**src/hw/rtl/lgts_pkg.sv**
```systemverilog
// Package for the topic sampler: sizes, field widths, codes and the
// command/status structs shared by the controller and the datapath.
// No dependencies.
`timescale 1ns / 1ps
package lgts_pkg;

	localparam int TOPICS     = 64;
	localparam int VOCAB      = 65536;
	localparam int DOCS       = 4096;
	localparam int COUNT_BITS = 20;

	localparam int TOPIC_BITS   = $clog2(TOPICS);
	localparam int WORD_BITS    = $clog2(VOCAB);
	localparam int DOC_BITS     = $clog2(DOCS);
	localparam int K_BITS       = $clog2(TOPICS + 1);
	localparam int WT_ADDR_BITS = WORD_BITS + TOPIC_BITS;
	localparam int DT_ADDR_BITS = DOC_BITS + TOPIC_BITS;
	localparam int CLR_BITS     = (WT_ADDR_BITS > DT_ADDR_BITS) ? WT_ADDR_BITS : DT_ADDR_BITS;

	localparam int MODE_W   = 2;
	localparam int DOC_W    = 12;
	localparam int WORD_W   = 16;
	localparam int TOPIC_W  = 6;
	localparam int RND_W    = 16;
	localparam int OUT_W    = 20;
	localparam int PRIOR_W  = 24;
	localparam int KREG_W   = 7;
	localparam int VREG_W   = 17;
	localparam int CFG_W    = 24;
	localparam int CFG_IDX_W = 2;

	localparam int FRAC_BITS = 16;
	localparam int Q_BITS    = 32;
	localparam int NUM_BITS  = COUNT_BITS + FRAC_BITS + 1;
	localparam int DEN_BITS  = ((COUNT_BITS + FRAC_BITS > VREG_W + PRIOR_W) ?
		COUNT_BITS + FRAC_BITS : VREG_W + PRIOR_W) + 1;
	localparam int CMP_BITS  = DEN_BITS + FRAC_BITS;

	localparam logic [COUNT_BITS-1:0] COUNT_MAX = {COUNT_BITS{1'b1}};

	localparam logic [PRIOR_W-1:0] ALPHA_RESET  = PRIOR_W'(6554);
	localparam logic [PRIOR_W-1:0] BETA_RESET   = PRIOR_W'(655);
	localparam logic [KREG_W-1:0]  TOPICS_RESET = KREG_W'(64);
	localparam logic [VREG_W-1:0]  VOCAB_RESET  = VREG_W'(65536);

	typedef enum logic [CFG_IDX_W-1:0] {
		REG_ALPHA, REG_BETA, REG_TOPICS, REG_VOCAB
	} reg_index_t;

	typedef enum logic [MODE_W-1:0] {
		MODE_ADD, MODE_RESAMPLE, MODE_READ, MODE_SPARE
	} mode_t;

	typedef enum logic [1:0] {
		ADDR_TOKEN, ADDR_LOOP, ADDR_CLEAR
	} addr_sel_t;

	typedef struct packed {
		logic      capture;
		addr_sel_t addr_sel;
		logic      rd_cnt;
		logic      wr_dec;
		logic      wr_inc;
		logic      clr_wr;
		logic      res_zero;
		logic      res_rd;
		logic      div_start;
		logic      mul;
		logic      acc;
		logic      thr;
		logic      scan_rd;
		logic      pick;
		logic      i_inc;
		logic      out_load;
	} cmd_t;

	typedef struct packed {
		logic  bad_index;
		mode_t mode;
		logic  div_done;
		logic  hit;
		logic  i_last;
		logic  clr_last;
		logic  out_free;
	} stat_t;

endpackage

```
**src/hw/rtl/lgts_ctrl.sv**
```systemverilog
// Controller of the topic sampler: sequences clear sweep, count updates,
// the per-topic weight loop and the draw scan. Depends on lgts_pkg.
`timescale 1ns / 1ps
module lgts_ctrl (
	input  logic            clk,
	input  logic            arst_n,
	input  logic            tok_valid,
	output logic            tok_ready,
	input  lgts_pkg::stat_t status,
	output lgts_pkg::cmd_t  cmd
);
	import lgts_pkg::*;

	typedef enum logic [3:0] {
		S_CLEAR, S_IDLE, S_CHECK, S_TOK_DATA, S_LOOP_RD, S_LOOP_DATA, S_LOOP_DIV,
		S_LOOP_MUL, S_THRESH, S_SCAN_RD, S_SCAN_CHK, S_NEW_RD, S_NEW_DATA, S_FINISH
	} state_t;

	state_t state_q;

	always_ff @(posedge clk or negedge arst_n) begin
		if (!arst_n) begin
			state_q <= S_CLEAR;
		end else begin
			unique case (state_q)
				S_CLEAR:     if (status.clr_last) state_q <= S_IDLE;
				S_IDLE:      if (tok_valid) state_q <= S_CHECK;
				S_CHECK:     state_q <= status.bad_index ? S_FINISH : S_TOK_DATA;
				S_TOK_DATA:  state_q <= (status.mode == MODE_RESAMPLE) ? S_LOOP_RD : S_FINISH;
				S_LOOP_RD:   state_q <= S_LOOP_DATA;
				S_LOOP_DATA: state_q <= S_LOOP_DIV;
				S_LOOP_DIV:  if (status.div_done) state_q <= S_LOOP_MUL;
				S_LOOP_MUL:  state_q <= status.i_last ? S_THRESH : S_LOOP_RD;
				S_THRESH:    state_q <= S_SCAN_RD;
				S_SCAN_RD:   state_q <= S_SCAN_CHK;
				S_SCAN_CHK:  state_q <= (status.hit || status.i_last) ? S_NEW_RD : S_SCAN_RD;
				S_NEW_RD:    state_q <= S_NEW_DATA;
				S_NEW_DATA:  state_q <= S_FINISH;
				S_FINISH:    if (status.out_free) state_q <= S_IDLE;
				default:     state_q <= S_IDLE;
			endcase
		end
	end

	always_comb begin
		cmd       = '0;
		cmd.addr_sel = ADDR_TOKEN;
		tok_ready = 1'b0;
		unique case (state_q)
			S_CLEAR: begin
				cmd.clr_wr   = 1'b1;
				cmd.addr_sel = ADDR_CLEAR;
			end
			S_IDLE: begin
				tok_ready   = 1'b1;
				cmd.capture = tok_valid;
			end
			S_CHECK: begin
				if (status.bad_index)
					cmd.res_zero = 1'b1;
				else
					cmd.rd_cnt = 1'b1;
			end
			S_TOK_DATA: begin
				unique case (status.mode)
					MODE_ADD:      cmd.wr_inc = 1'b1;
					MODE_RESAMPLE: cmd.wr_dec = 1'b1;
					default:       cmd.res_rd = 1'b1;
				endcase
			end
			S_LOOP_RD: begin
				cmd.rd_cnt   = 1'b1;
				cmd.addr_sel = ADDR_LOOP;
			end
			S_LOOP_DATA: cmd.div_start = 1'b1;
			S_LOOP_DIV:  cmd.mul = status.div_done;
			S_LOOP_MUL: begin
				cmd.acc   = 1'b1;
				cmd.i_inc = !status.i_last;
			end
			S_THRESH:  cmd.thr = 1'b1;
			S_SCAN_RD: cmd.scan_rd = 1'b1;
			S_SCAN_CHK: begin
				if (status.hit || status.i_last)
					cmd.pick = 1'b1;
				else
					cmd.i_inc = 1'b1;
			end
			S_NEW_RD:   cmd.rd_cnt = 1'b1;
			S_NEW_DATA: cmd.wr_inc = 1'b1;
			S_FINISH:   cmd.out_load = status.out_free;
			default: ;
		endcase
	end

	a_one_update: assert property (@(posedge clk) disable iff (!arst_n)
		!(cmd.wr_inc && cmd.wr_dec) && !(cmd.clr_wr && cmd.capture))
		else $error("conflicting memory commands");

endmodule
```
**config.mk**
```make
export PLATFORM = sky130hd
export DESIGN_NAME = lgts_ctrl
export DESIGN_NICKNAME = d
export VERILOG_FILES = /design/src/hw/rtl/lgts_pkg.sv /design/src/hw/rtl/lgts_ctrl.sv
export SDC_FILE = /design/constraint.sdc
export NUM_CORES = 1
export LEC_CHECK = 0
export BUFFER_PORTS_ARGS = -buffer_cell sky130_fd_sc_hd__buf_2
export CORE_AREA = 2 2 39 41
export CTS_BUF_LIST = sky130_fd_sc_hd__clkbuf_16
export DETAILED_ROUTE_END_ITERATION = 8
export DIE_AREA = 0 0 41 43
export GPL_ROUTABILITY_DRIVEN = 0
export GPL_TIMING_DRIVEN = 0
export HOLD_SLACK_MARGIN = 0.08
export PLACE_DENSITY = 0.73
export SLEW_MARGIN = 20
export SYNTH_ARGS = -nofsm -noshare
export SYNTH_HDL_FRONTEND = slang
export SYNTH_SLANG_ARGS = --single-unit
```
**constraint.sdc**
```tcl
create_clock -name clk -period 1.6 [get_ports clk]
set_input_delay 0.08 -clock clk [delete_from_list [all_inputs] [get_ports clk]]
set_output_delay 0.08 -clock clk [all_outputs]
set_load 0.005 [all_outputs]
```
==> Yosys cells after proc, flatten, opt, wreduce, memory -nomap -nowiden <==
Cells that the tools add are included.
{ "totals": {"in_bits": 11, "ff_bits": 4, "word_cells": 59} }
{ "op_classes": {"eq_ne": 18, "reduce_logical": 7, "n_mux": 33} }
{ "op_table": {"columns": ["cell", "count"], "rows": [
  ["case mux 4 bit (14 select lines)", 1],
  ["2-to-1 mux 4 bit", 7],
  ["== test 4 bit (second input constant)", 6],
  ["2-to-1 mux 1 bit", 20],
  ["== test 4 x 3 -> 1 bit (second input constant)", 4],
  ["== test 4 x 2 -> 1 bit (second input constant)", 2],
  ["inequality test 2 bit (second input constant)", 4],
  ["case mux 1 bit (2 select lines)", 3],
  ["== test 4 x 1 -> 1 bit (second input constant)", 1],
  ["logical NOT 4 bit", 1],
  ["case mux 2 bit (2 select lines)", 1],
  ["AND reduction 4 bit", 1],
  ["OR reduction 2 bit", 2],
  ["== test 2 x 1 -> 1 bit (second input constant)", 1],
  ["logical NOT 2 bit", 1],
  ["2-to-1 mux 2 bit", 1],
  ["logical NOT 1 bit", 1],
  ["logical OR 1 bit", 1]
]} }

==> Longest topological paths before layout <==
{ "logic_depth": {"ltp_word": 4, "ltp_mapped": 6, "depth_no_buf": 4} }

==> Worst setup path after synthesis <==
No wires, ideal clock.
{ "synth_path": {"path_kind": "register to register", "start": "reg state_q[3]", "end": "reg state_q[2]", "arrival_time_ps": 1381, "slack_ps": 92, "n_path_buf": 1, "synth_period_minus_slack_ps": 1508, "stages_incl_launch_ff": 6, "setup_time_ps": 128, "path_cell_list": "dfrtp_1 > buf_6 > or2_4 > o22a_1 > o32ai_2 > mux2_1"} }
{ "synth_via": {"elab_chain_len": 3, "word_cells_on_any_way": 20, "classes_between": "17 x eq/ne; 1 x mux; 2 x reduce/logical"} }
{ "synth_rtl": {"columns": ["element", "line_no", "rtl"], "rows": [
  ["start: declaration", "lgts_ctrl.sv:19", "state_t state_q;"],
  ["start signal: assignment", "lgts_ctrl.sv:28", "S_CHECK: state_q <= status.bad_index ? S_FINISH : S_TOK_DATA;"],
  ["start signal: assignment", "lgts_ctrl.sv:29", "S_TOK_DATA: state_q <= (status.mode == MODE_RESAMPLE) ? S_LOOP_RD : S_FINISH;"],
  ["start signal: assignment", "lgts_ctrl.sv:33", "S_LOOP_MUL: state_q <= status.i_last ? S_THRESH : S_LOOP_RD;"],
  ["== test 4 x 3 -> 1 bit, or another cell as far along", "lgts_ctrl.sv:25", "unique case (state_q)"],
  ["inequality test 2 bit (no line)", null, null],
  ["AND reduction 4 bit (no line)", null, null]
]} }
Several ways; a longest one is shown, not always the timed one.
A chain may end at the register's enable or synchronous reset.

==> results.py <==
metrics = {
    "outcome": {
        "status": "completed",
    },
    "worst_setup_path": {
        "cp.arrival_ps": 1440,
        "critical_path_class": "flip-flop to primary output",
        "cpLargestDelayFamily": "flip-flops",
        "cp-end-kind": "primary output",
        "cp_max_fo": 10,
        "r2r_setup_slack_ps": 90,
        "required_ps": 1520,
        "worstSetupStartpointType": "flip-flop",
        "cp_slowest_stage_delay_ps": 440,
        "cp_num_buf_inv": 2,
        "cp_cell_sequence": "buf_4, nor2_4, nand3_4, o32ai_2, buf_2",
        "crit_slowest_cell": "dfrtp_1",
    },
    "finish": {
        "fill_cells": 139,
        "largest_register": "state_q",
        "reg_top3": "state_q x4",
        "syn2layout_area_growth_pct": 54.1,
        "nets": 128,
        "largest_register_ffs": 4,
        "drive_above_1_share": 0.391,
        "antenna_cells": 0,
    },
    "timing": {
        "fmax_mhz": 657,
        "drv_slew": 0,
        "worstMarginPinSlew_ps": 306,
        "hold_ws_ps": 99.5,
        "clock_skew_ps": 3.79,
        "finalWorstSetupSlack_ps": 76.8,
        "hold_violations": 0,
        "period_needed_ps": 1520,
        "rsz0062_at_grt": "no",
        "slew_headroom": 0.796,
        "fin_setup_tns_ps": 0,
        "final.period_utilization": 0.952,
        "setup_viol": 0,
    },
    "detailed_routing": {
        "drt_iter0_drc": 17,
        "wl_um": 1760,
        "wl_per_cell_um": 13.5,
        "drc_errors": 0,
        "avgViaCountPerCell": 5.69,
        "dr.pass1.iters": 4,
        "postRouteAntennaNets": 0,
        "vias": 745,
    },
    "min_path": {
        "hp-class": "primary input to flip-flop",
    },
    "yosys": {
        "synthesis.nets": 94,
        "yosysWarnings": 0,
        "seq_area_frac_synth": 0.183,
        "synth-edff-count": 0,
        "synthDominantCellAreaShare": 0.183,
        "synth_common_cells": "15 x nor2_1, 7 x nor3_1, 6 x a21oi_1, 6 x nand2_1, 6 x nand2b_1",
        "yosysTopAreaCell": "dfrtp_1",
        "synth.avg_cell_area_um2": 6.57,
        "synth_seq_cells": 4,
        "post-synth-top-count-cell": "nor2_1",
        "syn-cell-area_um2": 546,
        "synthFlopType": "dfrtp_1",
        "synth_cells": 83,
        "synthArstFlopShare": 1.00,
        "synth_cell_types": 31,
        "synth_area_leaders": "dfrtp_1 18%, nor2_1 10%, nand2b_1 6.9%",
    },
    "power": {
        "p_leak_nw": 0.417,
        "irDropWorstVdd_mv": 1.36,
        "power_mw": 1.74,
        "powerDensity_nw_per_um2": 2080,
    },
    "flow_run": {
        "maxCapViolations": 0,
    },
    "floorplanning": {
        "dieArea_um2": 1760,
        "die_height_um": 43,
        "rows": 14,
        "start_util": 0.394,
        "design.core.area_um2": 1380,
        "io_pins": 29,
        "die_w_um": 41,
    },
    "grt": {
        "track_usage": 0.208,
        "grt_pass1_wl_um": 2500,
        "grt_max_degree": 11,
        "grt.overflow.total": 0,
        "antenna_found_initial": 0,
        "grt_pass1_vias": 602,
    },
    "cts": {
        "htreeDepth": 1,
        "clk_latency_ps": 220,
        "clockBufferDepth": 2,
        "cts_tree": "done",
        "numCtsBuffers": 3,
        "clk_pin_slew_ps": 30,
        "clock-sinks": 4,
        "ctsRootBufferMaster": "clkbuf_16",
    },
    "placed_design": {
        "dpl.hpwl_um": 1230,
        "place_ws_ps": 38.8,
        "port_buffers": 28,
    },
}
[cell families (layout without fill, tap and decap cells)]
family                 Yosys count  in the layout  share of synthesized area
DFF                              4              4                      0.183
and+or+nand+nor                 44             44                      0.401
muxes                            1              1                     0.0206
AOI/OAI and AO/OA               23             23                      0.296
buffers and inverters           11             43                     0.0986
[what timing repair did]
action,4_1_cts,5_1_grt
hold endpoints to repair,4,0
setup buffers,0,1
resized for setup,6,8
hold buffers,1,0
pin swaps,0,3
endpoints found under the setup margin,6,5
[where the power goes]
group / leakage, nW / internal, mW / switching, mW / total, mW
logic: 0.334 / 0.511 / 0.639 / 1.15
clock network: 0.0370 / 0.319 / 0.0684 / 0.387
registers: 0.0463 / 0.157 / 0.0503 / 0.208
[final cells by class]
class / count / area (µm²) / share of cell area
Timing Repair Buffer: 30 / 158 / 0.187
Multi-Input combinational cell: 68 / 422 / 0.501
Clock buffer: 3 / 75.1 / 0.0893
Sequential cell: 4 / 101 / 0.121
Inverter: 4 / 15.0 / 0.0179
Tap cell: 16 / 20.0 / 0.0238
Buffer: 6 / 50.0 / 0.0595
[placed cells by master (no fill, tap or decap), types with 3 or more instances in the layout]
cell	n
o21ai_0	4
buf_2	29
a21oi_1	6
clkbuf_16	3
dfrtp_1	3
nor3_1	7
nand2b_1	6
nor2_1	14
buf_4	3
nand2_1	6
inv_1	4
[metrics by stage]
| step | instance area [µm²] | util | cells |
|---|---|---|---|
| 2_1_floorplan | 546 | - | 83 |
| 3_3_place_gp | 706 | 0.510 | 127 |
| 3_5_place_dp | 706 | 0.510 | 127 |
| 4_1_cts | 802 | 0.580 | 130 |
| 5_1_grt | 841 | 0.608 | 131 |
| 6_report | 841 | 0.608 | 131 |
[metal layers]
| layer | GRT usage | part of all wire | vias to the layer above |
|---|---|---|---|
| li1 | - | - | 365 |
| met1 | 0.273 | 0.45 | 351 |
| met2 | 0.328 | 0.50 | 25 |
| met3 | 0.0314 | 0.036 | 4 |
| met4 | 0.0800 | 0.016 | 0 |
| met5 | 0 | 0 | - |
[path summary, 6_finish.rpt]
kind | startpoint | end | depth (start not counted)
max | state_q[2] | cmd[11] | 5
min | status[4] | state_q[1] | 2
max reg2reg | state_q[3] | state_q[2] | 5
min reg2reg | state_q[3] | state_q[2] | 3
max in group asynchronous | arst_n | state_q[1] | 2
min in group asynchronous | arst_n | state_q[2] | 2
Note: power is estimated with default switching activity, not from simulation.
